<file path="src/sv/mwm_pkg.sv">
// Shared types and constants for the MRU window map cache.
package mwm_pkg;

    localparam int WAYS        = 8;
    localparam int OFFSET_BITS = 15;
    localparam int ADDR_W      = 32;
    localparam int TAG_W       = ADDR_W - OFFSET_BITS;
    localparam int IDX_W       = $clog2(WAYS);
    localparam int WIN_IDX_W   = 3;
    localparam int WIN_OFF_W   = 15;

    localparam logic OP_MAP   = 1'b0;
    localparam logic OP_INVAL = 1'b1;

    // In-window offset mask with the byte-in-word bits cleared
    localparam logic [ADDR_W-1:0] OFF_MASK =
        ((ADDR_W'(1) << OFFSET_BITS) - ADDR_W'(1)) & ~ADDR_W'(3);

    typedef logic [TAG_W-1:0] tag_t;
    typedef logic [IDX_W-1:0] win_t;

    // Request presented to the entry array
    typedef struct packed {
        logic update;
        logic op;
        tag_t tag;
    } mwm_cmd_t;

    // Lookup outcome against the current entry state
    typedef struct packed {
        win_t win;
        logic hit;
        logic evicted;
    } mwm_lookup_t;

endpackage

</file>
<file path="src/sv/mwm_if.sv">
// Valid/ready channel interfaces for map requests and results.
interface mwm_req_if;
    import mwm_pkg::*;
    logic              valid;
    logic              ready;
    logic              op;
    logic [ADDR_W-1:0] phys_addr;

    modport source (output valid, output op, output phys_addr, input ready);
    modport sink   (input valid, input op, input phys_addr, output ready);
endinterface

interface mwm_rsp_if;
    import mwm_pkg::*;
    logic                 valid;
    logic                 ready;
    logic [WIN_IDX_W-1:0] window_index;
    logic [WIN_OFF_W-1:0] window_offset;
    logic                 hit;
    logic                 evicted;

    modport source (output valid, output window_index, output window_offset,
                    output hit, output evicted, input ready);
    modport sink   (input valid, input window_index, input window_offset,
                    input hit, input evicted, output ready);
endinterface

</file>
<file path="src/sv/mru_window_map_cache.sv">
// Top level of the MRU window map cache: input register, entry array, result register.
//
// Usage notes:
//   req  : map requests. op = map (0) looks up phys_addr, op = invalidate (1)
//          frees every entry. An item is taken when req.valid && req.ready.
//   rsp  : one result per request: window number, word-aligned offset in the
//          window, hit and evicted flags. Invalidate results are all zero.
//   Path: a request goes from accept into the input register, then through
//          lookup and entry update into the result register.
//   Throughput: 1 item per cycle while rsp.ready is high. The tag compare across
//          all entries and the one-place shift of the entry array both complete
//          as an item advances, so it sees the state left by the one before it.
//   Stall: when rsp.ready is low the result holds; the input register still
//          takes one more item, then req.ready drops until the result moves.
//   Reset: rst_n (async, active low) empties both registers, clears every
//          entry's valid bit and puts window i in entry i.
module mru_window_map_cache
    import mwm_pkg::*;
(
    input  logic         clk,
    input  logic         rst_n,
    mwm_req_if.sink      req,
    mwm_rsp_if.source    rsp
);

    // input register
    logic              s1_valid_reg;
    logic              s1_op_reg;
    logic [ADDR_W-1:0] s1_addr_reg;

    // result register
    logic                 out_valid_reg;
    logic [WIN_IDX_W-1:0] out_index_reg;
    logic [WIN_OFF_W-1:0] out_offset_reg;
    logic                 out_hit_reg;
    logic                 out_evicted_reg;

    logic                 advance;
    mwm_cmd_t             cmd;
    mwm_lookup_t          lookup;
    logic [ADDR_W-1:0]    offset_full;
    logic [ADDR_W-1:0]    win_full;

    // item moves from input register into result register
    assign advance   = s1_valid_reg && (!out_valid_reg || rsp.ready);
    assign req.ready = !s1_valid_reg || advance;

    assign cmd.update = advance;
    assign cmd.op     = s1_op_reg;
    assign cmd.tag    = s1_addr_reg[ADDR_W-1:OFFSET_BITS];

    mwm_entries u_entries
    (
        .clk    (clk),
        .rst_n  (rst_n),
        .cmd    (cmd),
        .lookup (lookup)
    );

    assign offset_full = s1_addr_reg & OFF_MASK;
    assign win_full    = ADDR_W'(lookup.win);

    always_ff @(posedge clk or negedge rst_n)
    begin
        if (!rst_n)
        begin
            s1_valid_reg <= 1'b0;
        end
        else if (req.ready)
        begin
            s1_valid_reg <= req.valid;
        end
    end

    always_ff @(posedge clk)
    begin
        if (req.valid && req.ready)
        begin
            s1_op_reg   <= req.op;
            s1_addr_reg <= req.phys_addr;
        end
    end

    always_ff @(posedge clk or negedge rst_n)
    begin
        if (!rst_n)
        begin
            out_valid_reg <= 1'b0;
        end
        else if (advance)
        begin
            out_valid_reg <= 1'b1;
        end
        else if (rsp.ready)
        begin
            out_valid_reg <= 1'b0;
        end
    end

    always_ff @(posedge clk)
    begin
        if (advance)
        begin
            if (s1_op_reg == OP_INVAL)
            begin
                out_index_reg   <= '0;
                out_offset_reg  <= '0;
                out_hit_reg     <= 1'b0;
                out_evicted_reg <= 1'b0;
            end
            else
            begin
                out_index_reg   <= win_full[WIN_IDX_W-1:0];
                out_offset_reg  <= offset_full[WIN_OFF_W-1:0];
                out_hit_reg     <= lookup.hit;
                out_evicted_reg <= lookup.evicted;
            end
        end
    end

    assign rsp.valid         = out_valid_reg;
    assign rsp.window_index  = out_index_reg;
    assign rsp.window_offset = out_offset_reg;
    assign rsp.hit           = out_hit_reg;
    assign rsp.evicted       = out_evicted_reg;

    // a result is never both a hit and an eviction
    a_hit_xor_evict: assert property (@(posedge clk) disable iff (!rst_n)
        rsp.valid |-> !(rsp.hit && rsp.evicted))
        else $error("result flagged both hit and evicted");

    // right after an invalidate the array is empty, so no lookup can hit
    a_inval_no_hit: assert property (@(posedge clk) disable iff (!rst_n)
        (advance && s1_op_reg == OP_INVAL) |=> !lookup.hit && !lookup.evicted)
        else $error("lookup hit or evicted right after invalidate");

    // backpressure to the request side only when both registers are full
    a_ready_drop: assert property (@(posedge clk) disable iff (!rst_n)
        !req.ready |-> (s1_valid_reg && out_valid_reg && !rsp.ready))
        else $error("request side stalled without a full pipeline");

endmodule

</file>
<file path="src/sv/mwm_entries.sv">
// Entry array: parallel tag match, first-fit pick and move-to-front update.
module mwm_entries
    import mwm_pkg::*;
(
    input  logic        clk,
    input  logic        rst_n,
    input  mwm_cmd_t    cmd,
    output mwm_lookup_t lookup
);

    tag_t            tag_reg   [WAYS];
    logic [WAYS-1:0] valid_reg;
    win_t            win_reg   [WAYS];

    logic [WAYS-1:0] match;
    logic            found;
    win_t            pick;

    always_comb
    begin
        for (int i = 0; i < WAYS; i++)
        begin
            match[i] = !valid_reg[i] || (tag_reg[i] == cmd.tag);
        end
    end

    // First qualifying entry from the front; last entry when none qualifies
    always_comb
    begin
        found = 1'b0;
        pick  = IDX_W'(WAYS - 1);
        for (int i = 0; i < WAYS; i++)
        begin
            if (!found && match[i])
            begin
                found = 1'b1;
                pick  = IDX_W'(i);
            end
        end
    end

    assign lookup.win     = win_reg[pick];
    assign lookup.hit     = found && valid_reg[pick];
    assign lookup.evicted = !found;

    always_ff @(posedge clk or negedge rst_n)
    begin
        if (!rst_n)
        begin
            valid_reg <= '0;
            for (int i = 0; i < WAYS; i++)
            begin
                tag_reg[i] <= '0;
                win_reg[i] <= IDX_W'(i);
            end
        end
        else if (cmd.update)
        begin
            if (cmd.op == OP_INVAL)
            begin
                valid_reg <= '0;
            end
            else
            begin
                // entries ahead of the pick slide back one place
                for (int i = 1; i < WAYS; i++)
                begin
                    if (IDX_W'(i) <= pick)
                    begin
                        tag_reg[i]   <= tag_reg[i-1];
                        valid_reg[i] <= valid_reg[i-1];
                        win_reg[i]   <= win_reg[i-1];
                    end
                end
                tag_reg[0]   <= cmd.tag;
                valid_reg[0] <= 1'b1;
                win_reg[0]   <= win_reg[pick];
            end
        end
    end

endmodule

</file>
<file path="src/flat_wrapper.sv">
// flat-port wrapper written by rule: the top's interface ports become plain ports
module mru_window_map_cache_flat import mwm_pkg::*;
  (clk, rst_n, req_valid, req_op, req_phys_addr, req_ready, rsp_valid, rsp_window_index, rsp_window_offset, rsp_hit, rsp_evicted, rsp_ready);
  mwm_req_if req_i ();
  mwm_rsp_if rsp_i ();
  input  logic clk;
  input  logic rst_n;
  input wire logic [$bits(req_i.valid)-1:0] req_valid;
  input wire logic [$bits(req_i.op)-1:0] req_op;
  input wire logic [$bits(req_i.phys_addr)-1:0] req_phys_addr;
  output wire logic [$bits(req_i.ready)-1:0] req_ready;
  output wire logic [$bits(rsp_i.valid)-1:0] rsp_valid;
  output wire logic [$bits(rsp_i.window_index)-1:0] rsp_window_index;
  output wire logic [$bits(rsp_i.window_offset)-1:0] rsp_window_offset;
  output wire logic [$bits(rsp_i.hit)-1:0] rsp_hit;
  output wire logic [$bits(rsp_i.evicted)-1:0] rsp_evicted;
  input wire logic [$bits(rsp_i.ready)-1:0] rsp_ready;
  assign req_i.valid = req_valid;
  assign req_i.op = req_op;
  assign req_i.phys_addr = req_phys_addr;
  assign req_ready = req_i.ready;
  assign rsp_valid = rsp_i.valid;
  assign rsp_window_index = rsp_i.window_index;
  assign rsp_window_offset = rsp_i.window_offset;
  assign rsp_hit = rsp_i.hit;
  assign rsp_evicted = rsp_i.evicted;
  assign rsp_i.ready = rsp_ready;
  mru_window_map_cache u_core (.clk(clk), .rst_n(rst_n), .req(req_i), .rsp(rsp_i));
endmodule
</file>
<file path="config.mk">
export PLATFORM = sky130hd
export DESIGN_NAME = mru_window_map_cache_flat
export DESIGN_NICKNAME = d
export VERILOG_FILES = /design/src/sv/mwm_pkg.sv /design/src/sv/mwm_if.sv /design/src/sv/mru_window_map_cache.sv /design/src/sv/mwm_entries.sv /design/src/flat_wrapper.sv
export SDC_FILE = /design/constraint.sdc
export NUM_CORES = 1
export LEC_CHECK = 0
export BUFFER_PORTS_ARGS = -buffer_cell sky130_fd_sc_hd__buf_2
export CAP_MARGIN = 10
export CORE_MARGIN = 4
export CORE_UTILIZATION = 35
export CTS_BUF_LIST = sky130_fd_sc_hd__clkbuf_8 sky130_fd_sc_hd__clkbuf_16
export CTS_CLUSTER_SIZE = 8
export DETAILED_ROUTE_END_ITERATION = 16
export SETUP_SLACK_MARGIN = 0.3
export SLEW_MARGIN = 30
export SYNTH_ARGS = -nofsm -noshare
export SYNTH_HDL_FRONTEND = slang
export SYNTH_HIERARCHICAL = 1
export SYNTH_SLANG_ARGS = --single-unit
</file>
<file path="constraint.sdc">
create_clock -name clk -period 3.05 [get_ports clk]
set_input_delay 0 -clock clk [delete_from_list [all_inputs] [get_ports clk]]
set_output_delay 0 -clock clk [all_outputs]
set_load 0.05 [all_outputs]
</file>
======== Word level (Yosys, flattened, before mapping) ========
Cells that the tools add are included.
storage, ports and cells
  bits in registers ....................... 223
  bits of input ports ..................... 37
  output and inout bits ................... 22
  word-level logic and storage cells ...... 144
cells by class
  magnitude comparators ................... 9
  equal/unequal tests ..................... 8
  mux-type cells .......................... 31
  bitwise operators ....................... 2
  reductions and logical operators ........ 61
operator list
  operator              count
  $eq A17 B17 Y1        8
  $mux W3               10
  $reduce_and A3 Y1     7
  $logic_not A1 Y1      18
  $mux W1               18
  $reduce_and A2 Y1     8
  $reduce_bool A2 Y1    8
  $le A3 B3 Y1 const A  4
  $logic_and A1 B1 Y1   10
  $logic_or A1 B1 Y1    10
  $bmux W3 S3           1
  $mux W8               1
  $le A2 B3 Y1 const A  2
  $ge A4 B4 Y1 const B  1
  $lt A3 B4 Y1 const B  1
  $not A3 Y4            1
  $bmux W1 S3           1
  $le A1 B3 Y1 const A  1
  $not A1 Y1            1

======== Depth between registers and ports, before layout ========
Gate-level depths: netlist of the first run.
  depth in word-level cells ............... 28
  depth in mapped cells ................... 11

======== Modules after synthesis ========
The synthesis of the first run kept the hierarchy.
modules (own cells, without submodules)
  module                instances  cells each  area an instance (um^2)
  mwm_entries           1          671         8430.6
  mru_window_map_cache  1          79          1720.4

======== Worst setup path after synthesis of the first run ========
Ideal clock, no wire load.
  path type ............................... register -> register
  start ................................... register u_core.s1_addr_reg[19]
  end ..................................... register u_core.out_hit_reg, in the netlist u_core/rsp.hit (data pin)
  arrival ................................. 2.725 ns
  data required time ...................... 2.796 ns
  path slack .............................. 0.071 ns
  stages on the path, launching flop included .. 12
  buffers on the path ..................... 1
  period minus slack after synthesis ...... 2.979 ns
  path through ............................ edfxtp_1 > buf_6 > xor2_2 > nor4_1 > nand4_1 > o41ai_4 > a21oi_2 > o21ai_4 > a21oi_2 > mux2_1 > o311a_1 > and2b_1
RTL lines
  item                      line                         RTL
  start: declaration        mru_window_map_cache.sv:29   logic [ADDR_W-1:0] s1_addr_reg;
  start signal: assignment  mru_window_map_cache.sv:80   s1_addr_reg <= req.phys_addr;
  end signal: assignment    mru_window_map_cache.sv:115  out_hit_reg <= lookup.hit;
  end: declaration          mru_window_map_cache.sv:35   logic out_hit_reg;

==> qor.csv, run 1 <==
stage;metric;value;unit
detailed_routing;Starting DRT DRC Count;271;
cts;clk root buf;clkbuf_16;
placed_design;Final GP Congestion;0.819;
sta;Max Freq;0.332;GHz
sta;Final Cycle Share;0.989;
detailed_routing;DR pass1 iterations;4;
sta;worst hold slack;0.0985;ns
worst_setup_path;critical path class;reg -> reg;
power_and_ir_drop;Peak VDD IR;0.439;mV
cts;clock slew at reported path FFs;0.06;ns
placed_design;port bufs;54;
cells_and_area;# fillers;2545;
placed_design;HPWL after DPL;16600;um
sta;RSZ-0062 raised after global routing;yes;
logic_synthesis;synth cell count leaders;dfrtp_1 (158), mux2_2 (126), xor2_1 (103), nand2_1 (58), edfxtp_1 (49);
cells_and_area;multi-input logic area;4480;um^2
logic_synthesis;Post-synth EDFFs;49;
cts;Sink Count;219;
worst_setup_path;crit path max fanout;3;
floorplan;Die X;178;um
floorplan;Die H;178;um
worst_setup_path;CP Capture Type;register;
global_routing;initial antenna violation count;0;
sta;Setup Skew;0.00997;ns
worst_setup_path;CP arrival;3.31;ns
logic_synthesis;Synth Register Bits;219;
logic_synthesis;top cell type's share of synthesized area;0.389;
floorplan;die area;31800;um^2
global_routing;global-route wire length before repair;38500;um
outcome;status;complete, no violations;
global_routing;GRT overflow;0;
cells_and_area;share of cells above drive strength 1;0.409;
power_and_ir_drop;Lkg Pwr;6.11;nW
cts;H-tree depth;1;
sta;slew margin rel.;0.473;
logic_synthesis;post-synthesis sequential area ratio;0.566;
cts;Clk Latency, worst-skew pair;0.54;ns
sta;worst-margin pin slew;0.790;ns
detailed_routing;# DRC;0;
floorplan;Top-Level Pins;59;
cells_and_area;design area;13100;um^2
cts;number of CTS-inserted buffers;31;
global_routing;Total GRT Usage;0.156;
logic_synthesis;top-count cell post-synth;dfrtp_1;
worst_setup_path;CP startpoint kind;register;
cts;CTS tree;yes;
detailed_routing;Routed WL;24500;um
detailed_routing;mean number of vias per cell;4.80;
logic_synthesis;Syn Inst Count;750;
detailed_routing;DR WL/cell;18.5;um
cells_and_area;max reg flops;136;
floorplan;Starting Density;0.355;
logic_synthesis;Synth async-reset ratio;0.776;
cts;clk buf depth;3;
detailed_routing;number of nets with antenna violations after routing;0;
power_and_ir_drop;Power Dens Cells;635;nW/um^2
global_routing;largest net degree at the start of global routing;95;
logic_synthesis;Syn Area/Cell;13.5;um^2
worst_setup_path;Worst Path Required;3.35;ns
cells_and_area;area grow syn2layout;29.1;%
cells_and_area;number of diodes;0;
worst_setup_path;Reg2Reg Depth;12;
cells_and_area;storage element area;5740;um^2
logic_synthesis;Netlist cell types;51;
job;max-cap violations;0;
floorplan;core area;28600;um^2
cells_and_area;Nets;961;
hold_path;Hold/Removal Path Class;in -> async;
logic_synthesis;Main synth FF type;dfrtp_1;
sta;Setup Viol. Count Final;0;
sta;Slew Viols, Final;0;
placed_design;placed inst area;11300;um^2
sta;Min Clock Period, post-route;3.02;ns
logic_synthesis;synth warn;6;
global_routing;vias in the first global route;6733;
logic_synthesis;cell taking the most area after synthesis;dfrtp_1;
logic_synthesis;Cell Area, Synth;10200;um^2
logic_synthesis;largest cells by area after synthesis;dfrtp_1 (39%), edfxtp_1 (14%), mux2_2 (14%), xor2_1 (8.9%), dfstp_2 (3.1%);
sta;Fin. Hold Viols;0;
floorplan;Std-Cell Rows;62;
detailed_routing;via count;6355;
[layout by cell type (no fill, tap or decap), types with 4 or more instances in the layout]
cell type,n
mux2_2,104
a21oi_1,9
mux2i_1,6
mux2_4,37
buf_6,9
dfrtp_1,158
nor2b_1,11
edfxtp_1,49
nand3_1,12
nor4_1,11
and2b_1,7
buf_12,11
inv_1,19
dfstp_2,12
nand2b_1,5
buf_2,53
clkbuf_16,31
nor2_1,16
xor2_2,5
xor2_1,99
nand2_1,55
a21o_1,5
o211a_1,6
buf_4,69
nor4_2,10
nand4_1,4
xnor2_1,30
dlygate4sd3_1,35
[metrics by stage]
stage / std cells / total power [mW] / TNS [ns] / worst slack, ns / util
finish: 1325 / 8.33 / 0 / 0.0348 / 0.458
global route: 1325 / 8.73 / -0.574 / -0.0687 / 0.458
CTS: 1320 / 8.32 / 0 / 0.0143 / 0.450
detailed placement: 1220 / 5.17 / -0.242 / -0.0924 / 0.394
global placement: 1220 / 5.15 / -0.301 / -0.112 / 0.394
floorplan: 751 / 4.67 / 0 / 0.0706 / -
[path summary, 6_finish.rpt]
kind	from	end	slack [ns]
hold / removal	rst_n	u_core/u_entries/tag_reg[26]	0.1
setup reg to reg	u_core/s1_addr_reg[22]	u_core/rsp.hit	0.03
min in group clk	req_phys_addr[16]	u_core/s1_addr_reg[16]	0.17
hold reg to reg	u_core/u_entries/tag_reg[134]	u_core/u_entries/tag_reg[134]	0.52
setup / recovery	u_core/s1_addr_reg[22]	u_core/rsp.hit	0.03
max in group asynchronous	rst_n	u_core/u_entries/tag_reg[101]	2.05
[cell type report]
type / count / area share
well taps: 384 / 0.0367
clock inverters: 19 / 0.00563
flip-flops and latches: 219 / 0.438
inverters: 1 / 0.000286
repair buffers: 181 / 0.118
multi-input cells: 490 / 0.342
clock buffers: 31 / 0.0592
[worst max-delay path, cell delays in order (launching register included)]
cell and delay (ns):
edfxtp_1 0.46, xor2_1 0.19, nor4_1 0.28, buf_4 0.17, nand2_2 0.07, o31a_1 0.27, buf_4 0.14, a21oi_2 0.16
o21ai_4 0.07, a21oi_2 0.17, mux2_4 0.31, o311a_1 0.32, and2b_1 0.15
[what timing repair did]
item	in CTS	in global routing
hold buffers	35	0
endpoints found under the hold margin	115	0
cloned	3	0
setup buffers	12	5
endpoints found under the setup margin	105	130
pin swaps	13	13
gates resized for setup	59	29
[routing by layer]
layer	GRT usage	vias to the layer above	routed length, um
met5	0	-	0
met4	0.0435	0	628
met3	0.0214	47	931
met2	0.260	142	11800
met1	0.214	3201	11200
li1	-	2965	-
[report_power, final]
group | leakage, nW | internal, mW | total (mW) | switching [mW]
sequential | 2.71 | 3.43 | 3.82 | 0.386
combinational | 2.92 | 0.763 | 1.52 | 0.753
clock | 0.482 | 1.79 | 2.99 | 1.20
[cells by family after synthesis]
family          count (synthesis)  synth area share
flops                         219             0.566
compound gates                 49            0.0409
mux                           148             0.168
xor+xnor                      136             0.118
simple gates                  155            0.0775
other cells                     1          0.000369
buf+inv                        42            0.0291
No activity file was read; power rests on OpenSTA's default activity.
==> run 2: changes to the inputs <==
PLACE_DENSITY = 0.56   (was not set)
==> run 2 against run 1 <==
Against the previous run: the run now ends with setup timing left; fmax fell by 4.9%; highest routed layer unchanged; worst hold slack lost 0.019 ns; register-to-register slack lost 0.16 ns.
==> qor.csv, run 2 (synthesis results as in run 1) <==
stage;metric;value;unit;change
floorplan;Starting Density;0.355;;unchanged
power_and_ir_drop;cell-internal power;5.99;mW;+0.12%
power_and_ir_drop;Sw Ratio;0.280;;-0.000583
worst_setup_path;CP arrival;3.46;ns;+0.15 ns
outcome;status;finished, violations left;;
cts;clk buf depth;3;;unchanged
power_and_ir_drop;Logic pwr share;0.185;;+0.003
worst_setup_path;crit path max fanout;3;;unchanged
worst_setup_path;Critical R2R Launch;u_core/s1_addr_reg[26];;
sta;Slew Viols, Final;0;;unchanged
floorplan;Top-Level Pins;59;;unchanged
cts;Clk Latency, worst-skew pair;0.54;ns;about the same
worst_setup_path;critical path class;reg -> reg;;
power_and_ir_drop;clock share of power;0.358;;about the same
detailed_routing;number of nets with antenna violations after routing;0;;unchanged
job;max-cap violations;0;;unchanged
power_and_ir_drop;Power Dens Cells;620;nW/um^2;-2.4%
cells_and_area;max reg flops;136;;unchanged
worst_setup_path;Critical-path top delay cell;edfxtp_1;;
floorplan;Std-Cell Rows;62;;unchanged
placed_design;placed insts;1225;;+0.41%
cells_and_area;Finished Layout Cells;1348;;+1.7%
cells_and_area;Nets;983;;+2.3%
cells_and_area;share of cells above drive strength 1;0.425;;+0.0162
sta;Final Cycle Share;1.04;;+0.0511
cells_and_area;commonest cells after routing, fill and taps aside;dfrtp_1 (158), xor2_1 (97), mux2_2 (92);;
sta;worst hold slack;0.0795;ns;-0.0190 ns
sta;Max Freq;0.315;GHz;-4.9%
global_routing;vias in the first global route;6790;;+0.85%
detailed_routing;DR pass1 iterations;4;;unchanged
cts;Sink Count;219;;unchanged
worst_setup_path;CP Capture Type;register;;
sta;Fin. Hold Viols;0;;unchanged
worst_setup_path;crit-path max cell delay;0.47;ns;about the same
cells_and_area;area grow syn2layout;32.3;%;
worst_setup_path;Reg2Reg Depth;13;;+1
power_and_ir_drop;Peak VDD IR;0.455;mV;+3.7%
global_routing;initial antenna violation count;0;;unchanged
cts;clock slew at reported path FFs;0.06;ns;about the same
power_and_ir_drop;P_sw;2.34;mW;-0.17%
cts;H-tree depth;1;;unchanged
sta;Min Clock Period, post-route;3.17;ns;+0.156 ns
global_routing;Total GRT Usage;0.158;;+0.00248
detailed_routing;Routed WL;26000;um;+6.1%
placed_design;Final GP Congestion;0.827;;+0.93%
hold_path;Hold/Removal Path Class;in -> async;;
placed_design;HPWL after DPL;16900;um;+1.8%
detailed_routing;Starting DRT DRC Count;338;;+25%
detailed_routing;DR WL/cell;19.3;um;+4.3%
power_and_ir_drop;Design Power;8.33;mW;about the same
placed_design;port bufs;54;;unchanged
sta;Setup Skew;0.0108;ns;+0.000861 ns
sta;Setup WS post-layout;-0.121;ns;-0.156 ns
outcome;failing checks;setup timing;;
worst_setup_path;Worst Path Required;3.34;ns;about the same
sta;slew margin rel.;0.507;;+0.0334
detailed_routing;via count;6443;;+1.4%
detailed_routing;mean number of vias per cell;4.78;;-0.35%
sta;Setup Viol. Count Final;4;;+4
worst_setup_path;R2R setup slack;-0.12;ns;-0.16 ns
sta;worst-margin pin slew;0.740;ns;-0.0500 ns
cells_and_area;most common cell after layout, fill and taps aside;dfrtp_1;;
worst_setup_path;Worst Setup SP;u_core/s1_addr_reg[26];;
cts;number of CTS-inserted buffers;31;;unchanged
worst_setup_path;CP dominant cell by count;buf_4;;
cts;clk root buf;clkbuf_16;;
cts;CTS tree;yes;;
floorplan;core area;28600;um^2;unchanged
floorplan;Die H;178;um;unchanged
worst_setup_path;R2R Path End;u_core/rsp.hit;;
worst_setup_path;Worst Setup EP;u_core/rsp.hit;;
sta;RSZ-0062 raised after global routing;yes;;
cells_and_area;number of diodes;0;;unchanged
worst_setup_path;CP startpoint kind;register;;
power_and_ir_drop;register share of total power;0.458;;about the same
global_routing;largest net degree at the start of global routing;76;;-20%
global_routing;GRT overflow;0;;unchanged
power_and_ir_drop;Lkg Pwr;6.23;nW;+1.9%
worst_setup_path;CP cell instances;buf_6 -> buf_4 -> xor2_1 -> nor4_2 -> nand3_1 -> o41ai_1 -> buf_4 -> a21oi_4 -> o21ai_4 -> a21oi_2 -> mux2_4 -> o311a_1 -> and2b_1;;
detailed_routing;# DRC;0;;unchanged
global_routing;global-route wire length before repair;39100;um;+1.6%
floorplan;die area;31800;um^2;unchanged
floorplan;Die X;178;um;unchanged
run 2: changes by cell type in the layout (fill, tap and decap cells not counted), moves of 3 or more:
cell,before,now
buf_6,9,23
mux2_2,104,92
mux2_4,37,49
buf_4,69,74
clkbuf_16,31,36
buf_16,3,0
run 2: how the worst min path moves through the flow:
stage	slack [ns]	to	depth (start not counted)
CTS	0.10	u_core/u_entries/tag_reg[3]	2
global route	0.16	u_core/u_entries/tag_reg[3]	2
detailed placement	0.09	u_core/u_entries/tag_reg[37]	1
finish	0.08	u_core/u_entries/tag_reg[37]	2
global placement	0.10	u_core/u_entries/tag_reg[37]	1
floorplan	-0.30	u_core/rsp.valid	0
run 2: stage by stage:
step                      instance area (um^2)  utilization  setup WS, ns  TNS, ns
after floorplan                          10200            -        0.0706        0
after global placement                   11300        0.395        -0.124    -3.87
after detailed placement                 11300        0.395        -0.159    -5.26
after CTS                                12800        0.448       -0.0317  -0.0317
after global routing                     13400        0.469        -0.216    -2.51
final                                    13400        0.469        -0.121   -0.335
run 2: per-layer routing:
layer / global-route usage / share of wire
met2: 0.262 / 0.47
met5: 0 / 0
met3: 0.0250 / 0.044
met4: 0.0457 / 0.021
met1: 0.216 / 0.46
run 2: final cells by class:
cell class,instances,area [um^2]
multi-input cells,492,4590
fillers,2551,15200
flip-flops and latches,219,5740
repair buffers,201,1760
clock buffers,31,776
clock inverters,20,78.8
inverters,1,3.75
well taps,384,480
run 2: critical path, delay by kind of cell (launching register included):
family | cells | cell delay (ns)
flip-flops | 1 | 0.47
buffers and inverters | 3 | 0.49
AND/OR/NAND/NOR | 3 | 0.62
XOR/XNOR | 1 | 0.17
multiplexers | 1 | 0.30
AO/OA/AOI/OAI | 5 | 0.87
run 2: what timing repair did:
| item | CTS | global route |
|---|---|---|
| hold endpoints to repair | 106 | 0 |
| endpoints found under the setup margin | 150 | 150 |
| pin swaps | 16 | 15 |
| resized for setup | 41 | 83 |
| hold buffers | 35 | 0 |
| buffers inserted | 16 | 10 |
| cloned | 2 | 9 |
run 2: power by group through the flow:
stage / Clock, mW / Sequential (mW) / Combinational (mW)
2_1_floorplan: 0 / 3.80 / 0.869
3_3_place_gp: 0 / 3.85 / 1.32
3_5_place_dp: 0 / 3.85 / 1.33
4_1_cts: 3.08 / 3.81 / 1.46
5_1_grt: 3.21 / 3.86 / 1.68
6_report: 2.98 / 3.81 / 1.54
==> run 3: changes to the inputs <==
CORE_UTILIZATION = 45   (was 35)
PLACE_DENSITY = 0.67   (was 0.56)
==> run 3 against run 2 <==
Against the previous run: the flow now finishes without violations; via count down 1.2%; clock power about the same; non-clock buffer count down 3; combinational power down 3%; final cell count down 8.0%; die area down 21%; first-iteration DRC count down 13%; core utilization up 12 points; wire length down 10%; sequential share of layout area up 1.7 points; critical endpoint unchanged; highest routed layer unchanged.
==> qor.csv, run 3 (synthesis results as in run 1) <==
stage;metric;value;unit;change
outcome;status;complete, no violations;;
placed_design;Setup WS pre-CTS;-0.0801;ns;+0.0791 ns
global_routing;vias in the first global route;6764;;-0.38%
global_routing;initial antenna violation count;0;;unchanged
power_and_ir_drop;Design Power;8.26;mW;-0.83%
detailed_routing;DR pass1 iterations;4;;unchanged
detailed_routing;mean number of vias per cell;5.13;;+7.4%
sta;Setup Viol. Count Final;0;;-4
worst_setup_path;CP Capture Type;register;;
cells_and_area;Nets;978;;-0.51%
sta;Setup TNS Final;0;ns;+0.335 ns
sta;RSZ-0062 raised after global routing;yes;;
floorplan;Top-Level Pins;59;;unchanged
cts;Sink Count;219;;unchanged
global_routing;global-route wire length before repair;37100;um;-5.2%
floorplan;Starting Density;0.461;;+0.106
cells_and_area;max reg flops;136;;unchanged
placed_design;port bufs;54;;unchanged
floorplan;Die X;158;um;-11%
worst_setup_path;CP startpoint kind;register;;
detailed_routing;DR WL/cell;18.9;um;-2.3%
detailed_routing;Starting DRT DRC Count;293;;-13%
worst_setup_path;crit path max fanout;4;;+1
cts;clk root buf;clkbuf_16;;
worst_setup_path;critical path class;reg -> reg;;
cts;Clk Latency, worst-skew pair;0.54;ns;about the same
sta;Max Freq;0.328;GHz;+4.0%
power_and_ir_drop;Peak VDD IR;0.590;mV;+30%
cells_and_area;most common cell after layout, fill and taps aside;dfrtp_1;;
sta;slew margin rel.;0.485;;-0.0215
sta;worst-margin pin slew;0.772;ns;+0.0323 ns
placed_design;placed insts;1123;;-8.3%
cts;clk buf depth;3;;unchanged
global_routing;largest net degree at the start of global routing;85;;+12%
worst_setup_path;Worst Path Required;3.35;ns;about the same
global_routing;GRT overflow;0;;unchanged
job;max-cap violations;0;;unchanged
cells_and_area;share of cells above drive strength 1;0.410;;-0.0149
floorplan;core area;22000;um^2;-23%
power_and_ir_drop;Power Dens Cells;639;nW/um^2;+3.0%
cells_and_area;commonest cells after routing, fill and taps aside;dfrtp_1 (158), mux2_2 (126), xor2_1 (101);;
sta;Final Cycle Share;1.00;;-0.0398
placed_design;Final GP Congestion;0.804;;-2.8%
sta;Fin. Hold Viols;0;;unchanged
detailed_routing;number of nets with antenna violations after routing;0;;unchanged
floorplan;Std-Cell Rows;54;;-13%
worst_setup_path;CP arrival;3.35;ns;-0.11 ns
global_routing;Total GRT Usage;0.189;;+0.0308
cells_and_area;number of diodes;0;;unchanged
cts;clock slew at reported path FFs;0.05;ns;about the same
sta;Setup WS post-layout;0.000496;ns;+0.121 ns
floorplan;Die H;158;um;-11%
floorplan;die area;25000;um^2;-21%
sta;worst hold slack;0.0992;ns;+0.0197 ns
worst_setup_path;Reg2Reg Depth;11;;-2
sta;Setup Skew;0.0261;ns;+0.0153 ns
sta;Min Clock Period, post-route;3.05;ns;-0.121 ns
power_and_ir_drop;Lkg Pwr;6.09;nW;-2.2%
detailed_routing;# DRC;0;;unchanged
placed_design;placed inst area;11200;um^2;-0.91%
cts;H-tree depth;1;;unchanged
cells_and_area;Finished Layout Cells;1240;;-8.0%
cells_and_area;# fillers;1723;;-32%
cells_and_area;multi-input logic area;4320;um^2;-5.9%
cells_and_area;post-layout util;0.587;;+0.118
hold_path;Hold/Removal Path Class;in -> async;;
detailed_routing;via count;6366;;-1.2%
cells_and_area;storage element area;5740;um^2;unchanged
sta;Slew Viols, Final;0;;unchanged
cells_and_area;design area;12900;um^2;-3.7%
cts;CTS tree;yes;;
detailed_routing;Routed WL;23400;um;-10%
cells_and_area;area grow syn2layout;27.4;%;
cts;number of CTS-inserted buffers;31;;unchanged
placed_design;HPWL after DPL;15400;um;-8.5%
[run 3: timing repair]
action / CTS / global route
pin swaps: 16 / 15
cloned: 1 / 3
hold buffers: 35 / 0
gates resized for setup: 24 / 25
buffers inserted: 22 / 4
endpoints found under the hold margin: 115 / 0
setup endpoints to repair: 100 / 134
[run 3: final cells by class]
cell class	instances	share of cell area
Clock buffer	31	0.0600
Clock inverter	21	0.00639
Inverter	1	0.000290
Multi-Input combinational cell	490	0.334
Sequential cell	219	0.444
Tap cell	280	0.0271
Timing Repair Buffer	198	0.128
[run 3: power breakdown]
part           total (mW)  switching [mW]  internal (mW)
logic                1.49           0.728          0.765
registers            3.80           0.367           3.43
clock network        2.97            1.17           1.79
total                8.26            2.27           5.99
[run 3: per-layer routing]
layer,track usage,vias up,wire length (um)
met2,0.315,145,11500
met4,0.0467,0,415
met5,0,-,0
met3,0.0279,33,1070
li1,-,3014,-
met1,0.262,3174,10400
[run 3: worst max-delay path: stages (launching register included)]
cell	delay, ns
edfxtp_1	0.51
buf_4	0.19
xor2_1	0.15
nor4_1	0.33
nand3_1	0.19
o31ai_2	0.29
buf_4	0.17
o21ai_4	0.06
a21oi_2	0.18
mux2_4	0.32
o311a_1	0.29
and2b_1	0.15
[run 3: final timing paths]
path | startpoint | to | slack [ns]
max in group asynchronous | rst_n | u_core/u_entries/tag_reg[8] | 2.08
worst max-delay path | u_core/s1_addr_reg[25] | u_core/rsp.hit | 0.0005
worst max register to register | u_core/s1_addr_reg[25] | u_core/rsp.hit | 0.0005
worst min-delay path | rst_n | u_core/u_entries/tag_reg[128] | 0.1
worst min register to register | u_core/u_entries/tag_reg[130] | u_core/u_entries/tag_reg[130] | 0.52
min in group clk | req_phys_addr[15] | u_core/s1_addr_reg[15] | 0.17
